`config.mk`:
```
export PLATFORM = sky130hd
export DESIGN_NAME = substring_count_first_position
export DESIGN_NICKNAME = d
export VERILOG_FILES = /design/src/scfp_pkg.sv /design/src/substring_count_first_position.sv /design/src/scfp_fifo.sv /design/src/scfp_front.sv /design/src/scfp_back.sv
export SDC_FILE = /design/constraint.sdc
export NUM_CORES = 1
export LEC_CHECK = 0
export BUFFER_PORTS_ARGS = -buffer_cell sky130_fd_sc_hd__buf_2
export CORE_MARGIN = 3
export CORE_UTILIZATION = 35
export CTS_CLUSTER_DIAMETER = 60
export CTS_CLUSTER_SIZE = 40
export DETAILED_ROUTE_END_ITERATION = 10
export HOLD_SLACK_MARGIN = 0.03
export PLACE_DENSITY = 0.5
export SLEW_MARGIN = 20
export SYNTH_ARGS = -nofsm -noshare
export SYNTH_HDL_FRONTEND = slang
export SYNTH_HIERARCHICAL = 1
export SYNTH_SLANG_ARGS = --single-unit
```
`constraint.sdc`:
```
create_clock -name clock -period 5.5 [get_ports clock]
set_input_delay 0.275 -clock clock [delete_from_list [all_inputs] [get_ports clock]]
set_output_delay 0.275 -clock clock [all_outputs]
set_load 0.01 [all_outputs]
```
`src/scfp_pkg.sv`:
```
package scfp_pkg;

   localparam int BYTE_W    = 8;
   localparam int PAT_BYTES = 8;
   localparam int PAT_W     = BYTE_W * PAT_BYTES;
   localparam int PIDX_W    = $clog2(PAT_BYTES);
   localparam int LEN_W     = 4;
   localparam int OUT_W     = 13;
   localparam int CSR_IDX_W = 1;

   localparam logic [CSR_IDX_W-1:0] CSR_PATTERN_LENGTH = 1'd0;
   localparam logic [CSR_IDX_W-1:0] CSR_PATTERN_BYTES  = 1'd1;

   localparam logic signed [OUT_W-1:0] NO_POSITION = '1;

endpackage

```
`src/substring_count_first_position.sv`:
```
// channel   direction  handshake              payload
// req       in         push / full            req_text_byte, req_last_byte
// rsp       out        empty / pop            rsp_match_count, rsp_first_position
// csr       in         csr_valid / csr_ready  csr_index, csr_data
//
// one text byte per cycle while full is low; the pattern compare over the window is combinational
// a result reaches rsp from its last byte through the item queue, then the result queue
// reset clears the queues, the counters and the pattern registers; no clearing pass
// a stalled rsp side fills the two-entry result queue, then the byte queue, then full rises
module substring_count_first_position
   import scfp_pkg::*;
#(
   parameter int MAX_PATTERN = 8,
   parameter int MAX_TEXT = 4096
) (
   input  logic                    clock,
   input  logic                    reset,
   input  logic                    req_push,
   output logic                    req_full,
   input  logic [BYTE_W-1:0]       req_text_byte,
   input  logic                    req_last_byte,
   output logic                    rsp_empty,
   input  logic                    rsp_pop,
   output logic [OUT_W-1:0]        rsp_match_count,
   output logic signed [OUT_W-1:0] rsp_first_position,
   input  logic                    csr_valid,
   output logic                    csr_ready,
   input  logic [CSR_IDX_W-1:0]    csr_index,
   input  logic [PAT_W-1:0]        csr_data
);

   localparam int IW = $clog2(MAX_TEXT + 1);
   localparam int QW = 2 + 2 * IW;
   localparam int RW = 2 * OUT_W;

   logic [LEN_W-1:0] pattern_length_ff;
   logic [PAT_W-1:0] pattern_bytes_ff;

   logic             accept;
   logic             cls_hit, cls_last;
   logic [IW-1:0]    cls_start, cls_next;
   logic [QW-1:0]    q_din, q_dout;
   logic             q_empty, q_pop;
   logic             res_full, res_push;
   logic [OUT_W-1:0] res_count;
   logic signed [OUT_W-1:0] res_position;
   logic [RW-1:0]    r_dout;

   assign csr_ready = 1'b1;
   assign accept    = req_push && !req_full;

   always_ff @(posedge clock) begin
      if (reset) begin
         pattern_length_ff <= '0;
         pattern_bytes_ff  <= '0;
      end else if (csr_valid && csr_ready) begin
         unique case (csr_index)
            CSR_PATTERN_LENGTH: pattern_length_ff <= csr_data[LEN_W-1:0];
            CSR_PATTERN_BYTES:  pattern_bytes_ff  <= csr_data;
         endcase
      end
   end

   scfp_front #(
      .MAX_PATTERN (MAX_PATTERN),
      .MAX_TEXT    (MAX_TEXT)
   ) u_front (
      .clock          (clock),
      .reset          (reset),
      .accept         (accept),
      .text_byte      (req_text_byte),
      .last_byte      (req_last_byte),
      .pattern_length (pattern_length_ff),
      .pattern_bytes  (pattern_bytes_ff),
      .cls_hit        (cls_hit),
      .cls_last       (cls_last),
      .cls_start      (cls_start),
      .cls_next       (cls_next)
   );

   assign q_din = {cls_hit, cls_last, cls_start, cls_next};

   scfp_fifo #(
      .WIDTH (QW),
      .DEPTH (2)
   ) u_item_q (
      .clock (clock),
      .reset (reset),
      .push  (req_push),
      .din   (q_din),
      .full  (req_full),
      .pop   (q_pop),
      .dout  (q_dout),
      .empty (q_empty)
   );

   scfp_back #(
      .MAX_TEXT (MAX_TEXT)
   ) u_back (
      .clock        (clock),
      .reset        (reset),
      .q_empty      (q_empty),
      .q_pop        (q_pop),
      .q_hit        (q_dout[QW-1]),
      .q_last       (q_dout[QW-2]),
      .q_start      (q_dout[2*IW-1:IW]),
      .q_next       (q_dout[IW-1:0]),
      .res_full     (res_full),
      .res_push     (res_push),
      .res_count    (res_count),
      .res_position (res_position)
   );

   scfp_fifo #(
      .WIDTH (RW),
      .DEPTH (2)
   ) u_result_q (
      .clock (clock),
      .reset (reset),
      .push  (res_push),
      .din   ({res_count, res_position}),
      .full  (res_full),
      .pop   (rsp_pop),
      .dout  (r_dout),
      .empty (rsp_empty)
   );

   assign rsp_match_count    = r_dout[RW-1:OUT_W];
   assign rsp_first_position = signed'(r_dout[OUT_W-1:0]);

endmodule

```
`src/scfp_fifo.sv`:
```
module scfp_fifo #(
   parameter int WIDTH = 8,
   parameter int DEPTH = 2,
   localparam int AW = (DEPTH > 1) ? $clog2(DEPTH) : 1
) (
   input  logic             clock,
   input  logic             reset,
   input  logic             push,
   input  logic [WIDTH-1:0] din,
   output logic             full,
   input  logic             pop,
   output logic [WIDTH-1:0] dout,
   output logic             empty
);

   logic [WIDTH-1:0] mem_ff [DEPTH];
   logic [AW-1:0]    wr_ptr_ff, wr_ptr_in;
   logic [AW-1:0]    rd_ptr_ff, rd_ptr_in;
   logic [AW:0]      count_ff, count_in;
   logic             do_push, do_pop;

   assign full    = (count_ff == (AW+1)'(DEPTH));
   assign empty   = (count_ff == '0);
   assign do_push = push && !full;
   assign do_pop  = pop && !empty;
   assign dout    = mem_ff[rd_ptr_ff];

   always_comb begin
      wr_ptr_in = wr_ptr_ff;
      rd_ptr_in = rd_ptr_ff;
      count_in  = count_ff;
      if (do_push) begin
         wr_ptr_in = (wr_ptr_ff == AW'(DEPTH - 1)) ? '0 : AW'(wr_ptr_ff + AW'(1));
      end
      if (do_pop) begin
         rd_ptr_in = (rd_ptr_ff == AW'(DEPTH - 1)) ? '0 : AW'(rd_ptr_ff + AW'(1));
      end
      if (do_push && !do_pop) begin
         count_in = (AW+1)'(count_ff + (AW+1)'(1));
      end else if (do_pop && !do_push) begin
         count_in = (AW+1)'(count_ff - (AW+1)'(1));
      end
   end

   always_ff @(posedge clock) begin
      if (reset) begin
         wr_ptr_ff <= '0;
         rd_ptr_ff <= '0;
         count_ff  <= '0;
      end else begin
         wr_ptr_ff <= wr_ptr_in;
         rd_ptr_ff <= rd_ptr_in;
         count_ff  <= count_in;
      end
   end

   always_ff @(posedge clock) begin
      if (do_push) begin
         mem_ff[wr_ptr_ff] <= din;
      end
   end

endmodule

```
`src/scfp_front.sv`:
```
module scfp_front
   import scfp_pkg::*;
#(
   parameter int MAX_PATTERN = 8,
   parameter int MAX_TEXT = 4096,
   localparam int IW = $clog2(MAX_TEXT + 1)
) (
   input  logic              clock,
   input  logic              reset,
   input  logic              accept,
   input  logic [BYTE_W-1:0] text_byte,
   input  logic              last_byte,
   input  logic [LEN_W-1:0]  pattern_length,
   input  logic [PAT_W-1:0]  pattern_bytes,
   output logic              cls_hit,
   output logic              cls_last,
   output logic [IW-1:0]     cls_start,
   output logic [IW-1:0]     cls_next
);

   logic [BYTE_W-1:0] window_ff [MAX_PATTERN];
   logic [BYTE_W-1:0] window_in [MAX_PATTERN];
   logic [IW-1:0]     byte_index_ff, byte_index_in;
   logic              in_range;
   logic              len_ok;
   logic              all_eq;

   assign in_range = (byte_index_ff < IW'(MAX_TEXT));
   assign cls_next = IW'(byte_index_ff + IW'(1));
   assign cls_start = IW'(cls_next - IW'(pattern_length));
   assign len_ok = (pattern_length != '0) &&
                   (pattern_length <= LEN_W'(MAX_PATTERN)) &&
                   (cls_next >= IW'(pattern_length));
   assign cls_hit  = in_range && len_ok && all_eq;
   assign cls_last = last_byte;

   // window slot j holds text byte (newest - j), matched against pattern byte len-1-j
   always_comb begin
      logic [LEN_W-1:0]  pidx;
      logic [PIDX_W-1:0] psel;
      pidx = '0;
      psel = '0;
      all_eq = 1'b1;
      window_in[0] = text_byte;
      for (int j = 1; j < MAX_PATTERN; j++) begin
         window_in[j] = window_ff[j-1];
      end
      for (int j = 0; j < MAX_PATTERN; j++) begin
         if (LEN_W'(j) < pattern_length) begin
            pidx = LEN_W'(pattern_length - LEN_W'(1) - LEN_W'(j));
            psel = pidx[PIDX_W-1:0];
            if (window_in[j] != pattern_bytes[{psel, 3'b000} +: BYTE_W]) begin
               all_eq = 1'b0;
            end
         end
      end
   end

   always_comb begin
      byte_index_in = byte_index_ff;
      if (accept) begin
         if (last_byte) begin
            byte_index_in = '0;
         end else if (in_range) begin
            byte_index_in = cls_next;
         end
      end
   end

   always_ff @(posedge clock) begin
      if (reset) begin
         byte_index_ff <= '0;
      end else begin
         byte_index_ff <= byte_index_in;
      end
   end

   always_ff @(posedge clock) begin
      if (accept && in_range) begin
         window_ff <= window_in;
      end
   end

endmodule

```
`src/scfp_back.sv`:
```
module scfp_back
   import scfp_pkg::*;
#(
   parameter int MAX_TEXT = 4096,
   localparam int IW = $clog2(MAX_TEXT + 1)
) (
   input  logic                    clock,
   input  logic                    reset,
   input  logic                    q_empty,
   output logic                    q_pop,
   input  logic                    q_hit,
   input  logic                    q_last,
   input  logic [IW-1:0]           q_start,
   input  logic [IW-1:0]           q_next,
   input  logic                    res_full,
   output logic                    res_push,
   output logic [OUT_W-1:0]        res_count,
   output logic signed [OUT_W-1:0] res_position
);

   logic [IW-1:0] count_ff, count_in;
   logic [IW-1:0] first_ff, first_in;
   logic [IW-1:0] earliest_ff, earliest_in;
   logic          any_ff, any_in;
   logic          counted;

   // a last item waits for room in the result queue, others always drain
   assign q_pop   = !q_empty && (!q_last || !res_full);
   assign counted = q_hit && (q_start >= earliest_ff);

   always_comb begin
      count_in    = count_ff;
      first_in    = first_ff;
      earliest_in = earliest_ff;
      any_in      = any_ff;
      if (counted) begin
         if (count_ff < IW'(MAX_TEXT)) begin
            count_in = IW'(count_ff + IW'(1));
         end
         if (!any_ff) begin
            first_in = q_start;
         end
         any_in      = 1'b1;
         earliest_in = q_next;
      end
   end

   assign res_push     = q_pop && q_last;
   assign res_count    = OUT_W'(count_in);
   assign res_position = any_in ? signed'(OUT_W'(first_in)) : NO_POSITION;

   always_ff @(posedge clock) begin
      if (reset) begin
         count_ff    <= '0;
         first_ff    <= '0;
         earliest_ff <= '0;
         any_ff      <= 1'b0;
      end else if (q_pop) begin
         if (q_last) begin
            count_ff    <= '0;
            first_ff    <= '0;
            earliest_ff <= '0;
            any_ff      <= 1'b0;
         end else begin
            count_ff    <= count_in;
            first_ff    <= first_in;
            earliest_ff <= earliest_in;
            any_ff      <= any_in;
         end
      end
   end

endmodule

```
# Yosys cells after proc, flatten, opt, wreduce, memory -nomap -nowiden
# Memory sizes are Yosys's and may differ from the RTL's. A register that Yosys moved wholly into a read port is not among the register bits.
# Index checks and enable logic that the tools add are counted.
[totals] ramBits=108 romBits=0 latchBits=0 memories=2 regBits=185 output_inout_bits=29
[memory_table] name="u_item_q.mem_ff" words=2 width=28 rd=1 rd_clocked_by_memory_dff=1 wr=1 line_no="scfp_fifo.sv:16" rtl="logic [WIDTH-1:0] mem_ff [DEPTH];"
[memory_table] name="u_result_q.mem_ff" words=2 width=26 rd=1 rd_clocked_by_memory_dff=1 wr=1 line_no="scfp_fifo.sv:16"
[op_classes] n_shift=8 n_reduce_logical=37 n_eq_ne=10 muxes=45 n_addsub=19 n_bitwise=1 magnitude_cmp=13 mul=0 div_mod_pow=0
[op_table] operator="$shiftx A64 B7 Y8" n=8
[op_table] operator="$mux W13" n=11
[op_table] operator="$ne A8 B8 Y1" n=8
[op_table] operator="$mux W1" n=30
[op_table] operator="$add A13 B1 Y13 const B" n=2
[op_table] operator="$lt A13 B13 Y1 const B" n=2
[op_table] operator="$logic_and A1 B1 Y1" n=16
[op_table] operator="$lt A3 B4 Y1 const A" n=4
[op_table] operator="$ge A13 B13 Y1" n=1
[op_table] operator="$ge A13 B4 Y1" n=1
[op_table] operator="$sub A13 B4 Y13" n=1
[op_table] operator="$sub A3 B3 Y3 const B" n=4
[op_table] operator="$logic_not A1 Y1" n=9
[op_table] operator="$lt A1 B4 Y1 const A" n=2
[op_table] operator="$lt A2 B4 Y1 const A" n=2
[op_table] operator="$mux W2" n=4
[op_table] operator="$reduce_and A2 Y1" n=4
[op_table] operator="$reduce_bool A2 Y1" n=4
[op_table] operator="$sub A3 B1 Y3 const B" n=2
[op_table] operator="$sub A3 B2 Y3 const B" n=2
[op_table] operator="$add A1 B1 Y1 const B" n=4
[op_table] operator="$add A2 B1 Y2 const B" n=2
[op_table] operator="$eq A2 B2 Y1 const B" n=2
[op_table] operator="$le A4 B4 Y1 const B" n=1
[op_table] operator="other kinds (5)" n=7

# Longest topological paths before layout
# Gate-level depths: netlist (run 1).
[depth] depth_word=20 ltp_mapped=15

# By module
# The synthesis (run 1) kept the hierarchy.
[by_module_without_submodules] module="scfp_front" cells_each=469 instances=1 area_each_um2=5978.2
[by_module_without_submodules] module="substring_count_first_position" cells_each=308 instances=1 area_each_um2=2921.6
[by_module_without_submodules] module="scfp_back" cells_each=282 instances=1 area_each_um2=2346.0
[by_module_without_submodules] module="scfp_fifo (u_item_q)" cells_each=112 instances=1 area_each_um2=2234.6
[by_module_without_submodules] module="scfp_fifo (u_result_q)" cells_each=106 instances=1 area_each_um2=2092.0

# Worst setup path after synthesis (run 1)
# No wires, ideal clock.
[synth_path] path_type="reg-to-reg" from="register u_item_q.count_ff[1]" to="register u_front.byte_index_ff[2]" setup_slack_ns=1.243 arrival_time_ns=4.192 period_less_slack_ns=4.257 path_buffers=1 setup_ns=0.065 stages_incl_launch_ff=10 cell_sequence="dfxtp_1 nor2b_2 nor2b_1 nor2b_1 nor2b_1 clkbuf_1 nand2_1 nor2_1 a21oi_1 nor2_1"
[synth_between] elab_chain_len=4
[synth_rtl] element="start, declared" line_no="scfp_fifo.sv:19" rtl="logic [AW:0] count_ff, count_in;"
[synth_rtl] element="start signal, assigned" line_no="scfp_fifo.sv:53" rtl="count_ff <= count_in;"
[synth_rtl] element="$eq A2 B2 Y1" line_no="scfp_fifo.sv:22" rtl="assign full = (count_ff == (AW+1)'(DEPTH));"
[synth_rtl] element="via req_full" line_no="substring_count_first_position.sv:19" rtl="output logic req_full,"
[synth_rtl] element="$logic_not A1 Y1" line_no="substring_count_first_position.sv:50" rtl="assign accept = req_push && !req_full;"
[synth_rtl] element="$logic_and A1 B1 Y1" line_no="substring_count_first_position.sv:50"
[synth_rtl] element="via accept" line_no="substring_count_first_position.sv:39" rtl="logic accept;"
[synth_rtl] element="$reduce_and A2 Y1 (no source line)"
[synth_rtl] element="end signal, assigned" line_no="scfp_front.sv:74" rtl="byte_index_ff <= byte_index_in;"
[synth_rtl] element="end, declared" line_no="scfp_front.sv:23" rtl="logic [IW-1:0] byte_index_ff, byte_index_in;"
# The timed path passes the listed nets, and every way through them passes these cells.
# A chain may end at the register's enable or synchronous reset.

# Worst setup path in the final report (run 1)
[layout_path] from="register pattern_length_ff[0]" to="memory u_item_q/mem_ff[1][27] (netlist name), data pin"
[layout_between] elab_chain_len=20
[layout_rtl] element="start, declared" line_no="substring_count_first_position.sv:36" rtl="logic [LEN_W-1:0] pattern_length_ff;"
[layout_rtl] element="start signal, assigned" line_no="substring_count_first_position.sv:58" rtl="CSR_PATTERN_LENGTH: pattern_length_ff <= csr_data[LEN_W-1:0];"
[layout_rtl] element="parallel branches: the longest is 19 deep, another holds $sub A3 B1 Y3"
[layout_rtl] element="$logic_and A1 B1 Y1 *" line_no="scfp_front.sv:34" rtl="assign cls_hit = in_range && len_ok && all_eq;"
[layout_rtl] element="via cls_hit" line_no="substring_count_first_position.sv:40" rtl="logic cls_hit, cls_last;"
[layout_rtl] element="end, declared" line_no="scfp_fifo.sv:16"
# Mark *: on every way through the listed nets, which the timed path passes.

==> impl_summary.txt, run 1 <==
----------------------------------------------------
[Yosys]
  Primary flip-flop cell chosen by synthesis mapping ... sky130_fd_sc_hd__edfxtp_1
  Number of flops mapped to enable cells by yosys ... 164
  Leading area contributor after synthesis ... sky130_fd_sc_hd__edfxtp_1
  Number of instances in the synthesized netlist ... 1277
  Library cells used by synthesis ... 71
  Share of synthesized flip-flops with an asynchronous set or reset ... 0%
  Share of the synthesized area in the top cell type ... 31.6%
  Post-Syn Area per Cell ... 12.2 um2
  Syn Std Cell Area ... 15600 um2
  Synthesis warning total ... 6
  Number of synthesized register bits ... 295
  Proportion of synthesized chip area in sequential cells ... 48.5%
  Top cells by area, synth ... sky130_fd_sc_hd__edfxtp_1 (32%), sky130_fd_sc_hd__dfxtp_1 (17%), sky130_fd_sc_hd__mux4_2 (9.3%)
  Post-synth net total ... 1381

[Clock network]
  Clock slew at the register clock pins of the worst setup and hold paths ... 0.07 ns
  Number of buffers added by the clock tree synthesis step ... 31
  Clock tree from TritonCTS ... yes
  Later-pin clock latency in the skew report ... 0.59 ns
  Maximum clock path buffer count ... 3
  Root Buffer ... sky130_fd_sc_hd__clkbuf_16
  Number of gates resized after cts ... 0
  Num Clock Sinks ... 295
  H-tree Lvls ... 1

[Run]
  Max-Cap Viols ... 0

[Worst setup path]
  Data required time of the worst path ... 5.94 ns
  List of cells traversed by the critical path ... inv_1 -> ha_2 -> buf_12 -> mux4_2 -> mux2i_1 -> xnor2_1 -> nor4_1 -> nand4_1 -> a221oi_1 -> o2111a_1
  Crit start category ... register
  CP Max Fanout ... 55
  Path depth of the worst reg2reg path ... 10
  Slowest Stage Delay on Critical Path ... 0.60 ns
  Flop2flop setup slack ... 1.53 ns
  Path type of the worst setup path ... register to register
  Category of cells accounting for the largest share of critical-path delay ... multiplexers
  Slowest cell on the critical path ... sky130_fd_sc_hd__mux4_2
  CP Capture Type ... register
  Reg-to-Reg Start ... pattern_length_ff[0]
  Number of buffer and inverter instances along the worst setup path ... 2
  Reg-to-reg critical path endpoint ... u_item_q/mem_ff[1][27]
  Arrival time of data at the critical path endpoint ... 4.42 ns

[Global route]
  Maximum number of pins on one net before global-route repair ... 105
  Global-route usage over all layers ... 16.5%
  First-pass GRT wire length ... 60800 um
  Number of global-route vias before repair ... 10300
  Overflow left after global routing ... 0
  Initial antenna violation count ... 0

[STA]
  Post-route clock period utilization ... 72.3%
  Time the final worst path needs with I/O delays and setup ... 3.97 ns
  Setup-violating endpoint count in the final report ... 0
  Post-Route Skew ... 0.0190 ns
  Final Max Tran Viols ... 0
  Relative slew slack ... 32.4%
  Max Clock Freq ... 252 MHz
  Final Hold Viols ... 0
  Worst setup margin ... 1.53 ns
  Slew @ Worst Pin ... 1.01 ns
  Total Negative Setup Slacks ... 0 ns
  RSZ-0062 raised after global routing ... no
  Hold WS ... 0.0669 ns

[Place]
  Routability Congestion ... 0.936
  Dpl cell area ... 16400 um2
  Worst slack after detailed placement ... 1.60 ns
  Quantity of I/O buffers inserted on ports ... 106
  Detailed placement HPWL ... 28400 um

[Route]
  First-pass iteration count of the detailed router ... 5
  DRC violations left ... 0
  Vias ... 10700
  Number of DRC markers in iteration 0 ... 831
  Count of antenna-violating nets left after detailed routing ... 0
  Final WL ... 39400 um
  Routed WL per cell ... 19.5 um
  Via density per instance ... 5.29

[Final layout]
  Layout overhead on the synthesized area ... 17.2%
  Number of filler cells placed in the layout ... 4221
  Top library cells by usage in the layout, fill and taps aside ... sky130_fd_sc_hd__edfxtp_1 (164), sky130_fd_sc_hd__dfxtp_1 (130), sky130_fd_sc_hd__buf_2 (103), sky130_fd_sc_hd__a21oi_1 (90), sky130_fd_sc_hd__xnor2_1 (84)
  Most common cell after layout, fill and taps aside ... sky130_fd_sc_hd__edfxtp_1
  Net count, final ... 1516
  Area taken by multi-input logic gates ... 7350 um2
  Post-route cell area ... 18300 um2
  Antenna fix cells ... 0
  Layout cells sized above 1 ... 23.3%
  Post-route core utilization ... 41.9%
  Footprint of the flip-flops and latches ... 7550 um2

[Floorplan]
  # IOs ... 108
  Die X-Extent ... 217 um
  Site Rows ... 76
  Die footprint ... 47100 um2
  Initial core utilization ... 35.8%
  Die Y-Extent ... 217 um
  Std-Cell Core Area ... 43600 um2

[Hold path]
  Worst Hold Endpoint ... pattern_bytes_ff[29]
  Cell depth of the worst hold path ... 3
  Min-delay src ... csr_valid
  Class of the most critical hold timing path ... primary input to register

[Pwr]
  Max VDD drop ... 0.251 mV
  Power per Cell Area ... 376 nW/um2
  Static Leak ... 6.40 nW

[Status]
  Result of the run ... completed

----------------------------------------------------
==> logic make-up (layout without fill, tap and decap cells) <==
logic type	after synthesis	after routing	synth area share (%)
mux	184	184	17.4
flops	295	295	48.5
other cells	1	1	0.0241
compound gates	246	246	11.6
xor+xnor	112	112	6.48
buf+inv	137	297	4.53
simple gates	277	277	9.48
fa+ha+maj	25	25	2.06
==> area by class of cell <==
type | count | area share [%]
flip-flops and latches | 295 | 41.4
multi-input cells | 845 | 40.2
repair buffers | 192 | 7.55
clock buffers | 35 | 4.33
well taps | 585 | 4.01
clock inverters | 23 | 1.52
inverters | 47 | 0.967
==> cells in the mapped netlist (3+ instances only) <==
cell	n
sky130_fd_sc_hd__o21a_1	6
sky130_fd_sc_hd__mux4_2	64
sky130_fd_sc_hd__a211o_1	3
sky130_fd_sc_hd__a22o_1	27
sky130_fd_sc_hd__xnor2_1	85
sky130_fd_sc_hd__and2_1	8
sky130_fd_sc_hd__a31oi_1	3
sky130_fd_sc_hd__buf_4	11
sky130_fd_sc_hd__a21boi_0	3
sky130_fd_sc_hd__or2_2	3
sky130_fd_sc_hd__o211ai_1	4
sky130_fd_sc_hd__or4_1	3
sky130_fd_sc_hd__buf_2	40
sky130_fd_sc_hd__and4_1	3
sky130_fd_sc_hd__a22oi_1	9
sky130_fd_sc_hd__ha_1	24
sky130_fd_sc_hd__dfxtp_1	131
sky130_fd_sc_hd__or3_1	7
sky130_fd_sc_hd__inv_1	46
sky130_fd_sc_hd__a21bo_2	20
sky130_fd_sc_hd__a21o_1	4
sky130_fd_sc_hd__xor2_1	25
sky130_fd_sc_hd__o41ai_1	3
sky130_fd_sc_hd__o21ai_0	15
sky130_fd_sc_hd__a21bo_1	40
sky130_fd_sc_hd__nor2b_1	6
sky130_fd_sc_hd__nor2_1	47
sky130_fd_sc_hd__nor4_2	4
sky130_fd_sc_hd__nand4_1	18
sky130_fd_sc_hd__edfxtp_1	164
sky130_fd_sc_hd__nand3_1	73
sky130_fd_sc_hd__nor3_1	31
sky130_fd_sc_hd__a21oi_1	90
sky130_fd_sc_hd__mux2i_1	65
sky130_fd_sc_hd__nor3b_1	4
sky130_fd_sc_hd__nand2b_1	14
sky130_fd_sc_hd__clkbuf_1	23
sky130_fd_sc_hd__nor4_1	13
sky130_fd_sc_hd__and3_1	6
sky130_fd_sc_hd__buf_6	10
sky130_fd_sc_hd__mux2_2	55
sky130_fd_sc_hd__nand2_1	29
==> stage by stage <==
step           std cells  power [W]
2_1_floorplan       1277    0.00423
3_3_place_gp        1891    0.00472
3_5_place_dp        1891    0.00474
4_1_cts             2022    0.00695
5_1_grt             2022    0.00725
6_report            2022    0.00686
==> registers in the layout (all words and copies together), names as in the netlist, 2 cells and up, named ones only <==
signal / cells
u_result_q/count_ff: 2
u_back/earliest_ff: 13
pattern_length_ff: 4
pattern_bytes_ff: 64
u_back/first_ff: 13
u_item_q/mem_ff: 56
u_back/count_ff: 13
u_front/byte_index_ff: 13
u_result_q/mem_ff: 52
u_front/window_ff: 56
u_item_q/count_ff: 2
==> power by group <==
group          internal [W]  leakage [nW]  total (W)  switching [W]
Sequential          0.00273          2.61    0.00294       0.000205
Clock               0.00114         0.510    0.00213       0.000992
Combinational      0.000753          3.29    0.00178        0.00103
Total               0.00463          6.40    0.00686        0.00223
==> worst min-delay path, stage by stage <==
cell and delay, ns:
sky130_fd_sc_hd__buf_4 0.18, sky130_fd_sc_hd__nand3_1 0.10, sky130_fd_sc_hd__a21oi_1 0.05
==> how the worst max path moves through the flow <==
stage                          from                  endpoint  slack, ns  cells after the start
6_report       pattern_length_ff[0]    u_item_q/mem_ff[1][27]       1.53                     10
4_1_cts        pattern_length_ff[1]    u_item_q/mem_ff[0][27]       1.58                     10
5_1_grt        pattern_length_ff[1]    u_item_q/mem_ff[0][27]       1.34                     10
3_3_place_gp   pattern_length_ff[0]    u_item_q/mem_ff[0][27]       1.63                     10
3_5_place_dp   pattern_length_ff[0]    u_item_q/mem_ff[0][27]       1.60                     10
2_1_floorplan  u_item_q/count_ff[1]  u_front/byte_index_ff[2]       1.24                      9
==> per-layer routing <==
metal  up-vias  routed length [um]  track usage, %
met4         0                 662            3.74
met5         -                   0               0
met3        47                2540            3.30
met1      5310               18800            24.3
met2       284               17400            25.1
li1       5065                   -               -
==> timing repair <==
item	4_1_cts	5_1_grt
hold buffers	73	0
hold endpoints to repair	72	0
setup buffers	0	0
(Power assumes the default switching activity.)
==> run 2: changes to the inputs <==
- clock period: 5.5 -> 3.9 ns (I/O delays scaled with it)
==> impl_summary.txt, run 2 (same netlist as run 1, synthesis figures left out) <==
----------------------------------------------------
[Hold path]
  Cell depth of the worst hold path ... 4 (+1)
  Class of the most critical hold timing path ... primary input to register

[Final layout]
  Footprint of the flip-flops and latches ... 7550 um2 (unchanged)
  Top library cells by usage in the layout, fill and taps aside ... sky130_fd_sc_hd__edfxtp_1 (164), sky130_fd_sc_hd__dfxtp_1 (130), sky130_fd_sc_hd__buf_2 (103), sky130_fd_sc_hd__a21oi_1 (90), sky130_fd_sc_hd__xnor2_1 (85)
  Layout overhead on the synthesized area ... 18.5%
  Max reg flops ... 64 (unchanged)
  Area taken by multi-input logic gates ... 7330 um2 (-0.20%)
  Non-filler cells, final ... 2040 (+0.89%)
  Most common cell after layout, fill and taps aside ... sky130_fd_sc_hd__edfxtp_1
  Regs by FF count ... pattern_bytes_ff (64), u_front/window_ff (56), u_item_q/mem_ff (56)
  Layout cells sized above 1 ... 24.3% (+1.0 points)
  Net count, final ... 1535 (+1.3%)
  Number of filler cells placed in the layout ... 4151 (-1.7%)
  Largest register by flop count ... pattern_bytes_ff
  Antenna fix cells ... 0 (unchanged)

[Pwr]
  Max VDD drop ... 0.317 mV (+26%)
  Total Power ... 0.00982 W (+43%)
  Static Leak ... 6.52 nW (+1.9%)
  Power per Cell Area ... 532 nW/um2 (+42%)

[STA]
  Relative slew slack ... 30.9% (-1.5 points)
  Post-Route Skew ... 0.0241 ns (+0.00511 ns)
  Setup-violating endpoint count in the final report ... 0 (unchanged)
  Time the final worst path needs with I/O delays and setup ... 3.54 ns (-0.430 ns)
  Slew @ Worst Pin ... 1.03 ns (+0.0152 ns)
  Final Hold Viols ... 0 (unchanged)
  Max Clock Freq ... 282 MHz (+12%)
  Post-route clock period utilization ... 90.9% (+19 points)
  RSZ-0062 raised after global routing ... no
  Total Negative Setup Slacks ... 0 ns (unchanged)
  Final Max Tran Viols ... 0 (unchanged)

[Floorplan]
  Initial core utilization ... 35.8% (unchanged)
  Site Rows ... 76 (unchanged)
  Die Y-Extent ... 217 um (unchanged)
  Die X-Extent ... 217 um (unchanged)
  Die footprint ... 47100 um2 (unchanged)
  # IOs ... 108 (unchanged)
  Std-Cell Core Area ... 43600 um2 (unchanged)

[Global route]
  Maximum number of pins on one net before global-route repair ... 94 (-10%)
  Initial antenna violation count ... 0 (unchanged)
  Global-route usage over all layers ... 16.8% (+0.31 points)
  Number of global-route vias before repair ... 10500 (+1.8%)
  Overflow left after global routing ... 0 (unchanged)
  First-pass GRT wire length ... 62300 um (+2.4%)

[Clock network]
  Clock slew at the register clock pins of the worst setup and hold paths ... 0.07 ns (about the same)
  Num Clock Sinks ... 295 (unchanged)
  Number of gates resized after cts ... 0 (unchanged)
  Later-pin clock latency in the skew report ... 0.59 ns (about the same)
  Clock tree from TritonCTS ... yes
  Root Buffer ... sky130_fd_sc_hd__clkbuf_16
  Maximum clock path buffer count ... 3 (unchanged)
  Setup repair bufs after CTS ... 0 (unchanged)
  Number of buffers added by the clock tree synthesis step ... 30 (-3.2%)
  H-tree Lvls ... 1 (unchanged)

[Route]
  Count of antenna-violating nets left after detailed routing ... 0 (unchanged)
  Via density per instance ... 5.25 (-0.94%)
  Vias ... 10700 (-0.056%)
  First-pass iteration count of the detailed router ... 8 (+3)
  Routed WL per cell ... 19.3 um (-0.97%)
  Number of DRC markers in iteration 0 ... 770 (-7.3%)
  Final WL ... 39400 um (about the same)
  DRC violations left ... 0 (unchanged)

[Status]
  Result of the run ... completed

[Worst setup path]
  CP Max Fanout ... 44 (-20%)
  Crit start category ... register
  Path depth of the worst reg2reg path ... 10 (unchanged)
  Path type of the worst setup path ... register to register
  Arrival time of data at the critical path endpoint ... 3.98 ns (-0.44 ns)
  Data required time of the worst path ... 4.34 ns (-1.60 ns)
  CP Capture Type ... register

[Place]
  Detailed placement HPWL ... 28300 um (-0.31%)
  Number of placed instances, taps included ... 1909 (+0.95%)
  Routability Congestion ... 0.857 (-8.4%)
  Quantity of I/O buffers inserted on ports ... 106 (unchanged)

[Run]
  Max-Cap Viols ... 0 (unchanged)

----------------------------------------------------
-- run 2: cell types whose count changed in the layout (fill, tap and decap cells not counted), moves of 3 or more --
cell                       delta
sky130_fd_sc_hd__buf_4       +15
sky130_fd_sc_hd__inv_6        -3
sky130_fd_sc_hd__inv_8        +6
sky130_fd_sc_hd__buf_12       +3
sky130_fd_sc_hd__clkbuf_1     -4
sky130_fd_sc_hd__clkinv_8     +4
-- run 2: critical path, stage by stage, from the launching register on --
cell	delay, ns
sky130_fd_sc_hd__dfxtp_1	0.41
sky130_fd_sc_hd__inv_1	0.15
sky130_fd_sc_hd__ha_2	0.42
sky130_fd_sc_hd__buf_12	0.26
sky130_fd_sc_hd__mux4_2	0.57
sky130_fd_sc_hd__mux2i_1	0.23
sky130_fd_sc_hd__xnor2_1	0.10
sky130_fd_sc_hd__nor4_2	0.39
sky130_fd_sc_hd__nand2_1	0.15
sky130_fd_sc_hd__a2111oi_1	0.43
sky130_fd_sc_hd__o2111a_1	0.26
-- run 2: area by class of cell --
type                            count  area share [%]
Inverter                           47           0.956
Clock buffer                       30            4.07
Multi-Input combinational cell    845            39.7
Tap cell                          585            3.97
Clock inverter                     26            1.84
Timing Repair Buffer              212            8.52
Sequential cell                   295            40.9
-- run 2: per-stage QoR --
stage | worst slack, ns | instance area, um2 | hold WS [ns] | util [%]
global placement | 0.445 | 16600 | 0.438 | 38.1
CTS | 0.382 | 18500 | 0.0467 | 42.4
detailed placement | 0.421 | 16600 | 0.436 | 38.1
global route | 0.0254 | 18500 | 0.110 | 42.4
finish | 0.356 | 18500 | 0.0599 | 42.4
floorplan | 0.312 | 15600 | 0.264 | -
-- run 2: path summary, 6_finish.rpt --
check / slack, ns / from / endpoint
setup / recovery: 0.36 / pattern_length_ff[1] / u_item_q/mem_ff[0][27]
hold / removal: 0.06 / rsp_pop / register
setup reg to reg: 0.36 / pattern_length_ff[1] / u_item_q/mem_ff[0][27]
hold reg to reg: 0.47 / u_front/window_ff[40] / u_front/window_ff[32]
-- run 2: repair_timing --
item / 4_1_cts / 5_1_grt
endpoints found under the hold margin: 88 / 0
setup endpoints to repair: 0 / 0
hold buffers: 75 / 0
-- run 2: metal layers --
layer,routed length [um],GRT usage [%]
met4,838,4.22
met3,2050,2.47
met1,19400,25.7
met2,17100,25.0
met5,0,0
-- run 2: power breakdown --
part           total (W)  internal [W]  leakage, nW  switching (W)
clock            0.00306       0.00155        0.520        0.00152
sequential       0.00415       0.00385         2.61       0.000297
combinational    0.00261       0.00114         3.40        0.00146
==> run 3: changes to the inputs <==
==> constraint.sdc (replaced) <==
create_clock -name clock -period 3.9 [get_ports clock]
set_input_delay 0 -clock clock [delete_from_list [all_inputs] [get_ports clock]]
set_output_delay 0 -clock clock [all_outputs]
set_load 0.01 [all_outputs]
==> impl_summary.txt, run 3 (same netlist as run 1, synthesis figures left out) <==
----------------------------------------------------
[Worst setup path]
  CP Max Fanout ... 44 (unchanged)
  Path depth of the worst reg2reg path ... 10 (unchanged)
  Data required time of the worst path ... 4.33 ns (about the same)
  End of the critical path ... u_item_q/mem_ff[0][27]
  Reg-to-Reg Start ... pattern_length_ff[1]
  Reg-to-reg critical path endpoint ... u_item_q/mem_ff[0][27]
  Arrival time of data at the critical path endpoint ... 3.97 ns (about the same)
  Worst setup path startpoint ... pattern_length_ff[1]
  Path type of the worst setup path ... register to register
  Flop2flop setup slack ... 0.36 ns (about the same)
  Crit start category ... register
  CP Capture Type ... register

[Clock network]
  H-tree Lvls ... 1 (unchanged)
  Clock slew at the register clock pins of the worst setup and hold paths ... 0.07 ns (about the same)
  Root Buffer ... sky130_fd_sc_hd__clkbuf_16
  Number of gates resized after cts ... 0 (unchanged)
  Setup repair bufs after CTS ... 0 (unchanged)
  Num Clock Sinks ... 295 (unchanged)
  Number of buffers added by the clock tree synthesis step ... 29 (-3.3%)
  Later-pin clock latency in the skew report ... 0.57 ns (-0.02 ns)
  Clock tree from TritonCTS ... yes
  Maximum clock path buffer count ... 3 (unchanged)
  Hold buffer count at CTS ... 76 (+1.3%)

[Floorplan]
  Die X-Extent ... 217 um (unchanged)
  Site Rows ... 76 (unchanged)
  Die Y-Extent ... 217 um (unchanged)
  Std-Cell Core Area ... 43600 um2 (unchanged)
  Initial core utilization ... 35.8% (unchanged)
  # IOs ... 108 (unchanged)
  Die footprint ... 47100 um2 (unchanged)

[STA]
  Total Negative Setup Slacks ... 0 ns (unchanged)
  Setup-violating endpoint count in the final report ... 0 (unchanged)
  Post-Route Skew ... 0.0210 ns (-0.00313 ns)
  Final Max Tran Viols ... 0 (unchanged)
  Worst setup margin ... 0.363 ns (+0.00625 ns)
  Slew @ Worst Pin ... 1.02 ns (-0.0142 ns)
  Post-route clock period utilization ... 90.7% (-0.16 points)
  Relative slew slack ... 32.2% (+1.4 points)
  Final Hold Viols ... 0 (unchanged)
  Time the final worst path needs with I/O delays and setup ... 3.54 ns (-0.00625 ns)
  RSZ-0062 raised after global routing ... no
  Hold WS ... 0.0651 ns (+0.00522 ns)
  Max Clock Freq ... 283 MHz (+0.18%)

[Final layout]
  Antenna fix cells ... 0 (unchanged)
  Non-filler cells, final ... 2033 (-0.34%)
  Post-route core utilization ... 42.4% (unchanged)
  Net count, final ... 1530 (-0.33%)
  Top library cells by usage in the layout, fill and taps aside ... sky130_fd_sc_hd__edfxtp_1 (164), sky130_fd_sc_hd__dfxtp_1 (130), sky130_fd_sc_hd__buf_2 (103), sky130_fd_sc_hd__a21oi_1 (90), sky130_fd_sc_hd__xnor2_1 (85)
  Layout cells sized above 1 ... 23.9% (-0.43 points)
  Number of filler cells placed in the layout ... 4131 (-0.48%)
  Max reg flops ... 64 (unchanged)
  Layout overhead on the synthesized area ... 18.5% (unchanged)
  Regs by FF count ... pattern_bytes_ff (64), u_front/window_ff (56), u_item_q/mem_ff (56)
  Most common cell after layout, fill and taps aside ... sky130_fd_sc_hd__edfxtp_1
  Largest register by flop count ... pattern_bytes_ff

[Pwr]
  Power per Cell Area ... 537 nW/um2 (+0.93%)
  Static Leak ... 6.52 nW (about the same)
  Max VDD drop ... 0.362 mV (+14%)

[Place]
  Number of placed instances, taps included ... 1904 (-0.26%)
  Quantity of I/O buffers inserted on ports ... 106 (unchanged)
  Routability Congestion ... 0.872 (+1.8%)
  Worst slack after detailed placement ... 0.404 ns (-0.0169 ns)
  Detailed placement HPWL ... 27900 um (-1.3%)

[Route]
  Vias ... 10700 (-0.36%)
  First-pass iteration count of the detailed router ... 5 (-3)
  Count of antenna-violating nets left after detailed routing ... 0 (unchanged)
  DRC violations left ... 0 (unchanged)
  Via density per instance ... 5.24 (about the same)
  Final WL ... 38900 um (-1.3%)
  Routed WL per cell ... 19.1 um (-0.97%)
  Number of DRC markers in iteration 0 ... 750 (-2.6%)

[Global route]
  Global-route usage over all layers ... 16.5% (-0.30 points)
  Initial antenna violation count ... 0 (unchanged)
  Number of global-route vias before repair ... 10500 (-0.095%)
  Maximum number of pins on one net before global-route repair ... 90 (-4.3%)
  First-pass GRT wire length ... 61200 um (-1.7%)
  Overflow left after global routing ... 0 (unchanged)

[Status]
  Result of the run ... completed

[Hold path]
  Class of the most critical hold timing path ... primary input to register

[Run]
  Max-Cap Viols ... 0 (unchanged)

----------------------------------------------------
==> run 3: critical path, cell delays in order, from the launching register on <==
cell and delay, ns:
sky130_fd_sc_hd__dfxtp_1 0.40, sky130_fd_sc_hd__inv_1 0.15, sky130_fd_sc_hd__ha_2 0.42, sky130_fd_sc_hd__buf_12 0.25, sky130_fd_sc_hd__mux4_2 0.37, sky130_fd_sc_hd__mux2i_1 0.37
sky130_fd_sc_hd__xnor2_1 0.12, sky130_fd_sc_hd__nor4_1 0.36, sky130_fd_sc_hd__nand4_1 0.20, sky130_fd_sc_hd__o41ai_1 0.45, sky130_fd_sc_hd__o2111a_1 0.28
==> run 3: worst min path at each step <==
stage / depth (start not counted) / slack (ns) / from / end
after floorplan: 1 / 0.07 / reset / u_item_q/count_ff[1]
after global placement: 1 / 0.24 / req_text_byte[1] / u_front/window_ff[57]
after detailed placement: 1 / 0.24 / req_text_byte[2] / u_front/window_ff[58]
after CTS: 3 / 0.04 / csr_index / pattern_bytes_ff[13]
after global routing: 3 / 0.09 / csr_index / pattern_bytes_ff[14]
final: 3 / 0.07 / csr_index / pattern_bytes_ff[13]
==> run 3: per-layer routing <==
layer	vias up	share of wire, %	GRT usage [%]
li1	5091	-	-
met1	5285	50	25.3
met3	41	4.9	2.50
met2	245	43	24.6
met4	0	2.0	3.85
met5	-	0	0
==> run 3: final cells by class <==
cell class              instances  area [um2]  share of cell area [%]
flip-flops and latches        295        7550                    40.9
multi-input cells             845        7330                    39.7
repair buffers                208        1560                    8.44
well taps                     585         732                    3.97
clock buffers                  29         726                    3.93
clock inverters                24         380                    2.06
inverters                      47         176                   0.956
==> run 3: stage by stage <==
step	instance area, um2	power [W]
after detailed placement	16600	0.00677
after CTS	18500	0.0100
final	18500	0.00991
after global placement	16600	0.00673
after global routing	18500	0.0105
after floorplan	15600	0.00595
==> run 3: where the power goes <==
part           switching (W)  internal [W]
registers           0.000285       0.00385
logic                0.00147       0.00113
clock network        0.00139       0.00178
total                0.00315       0.00676
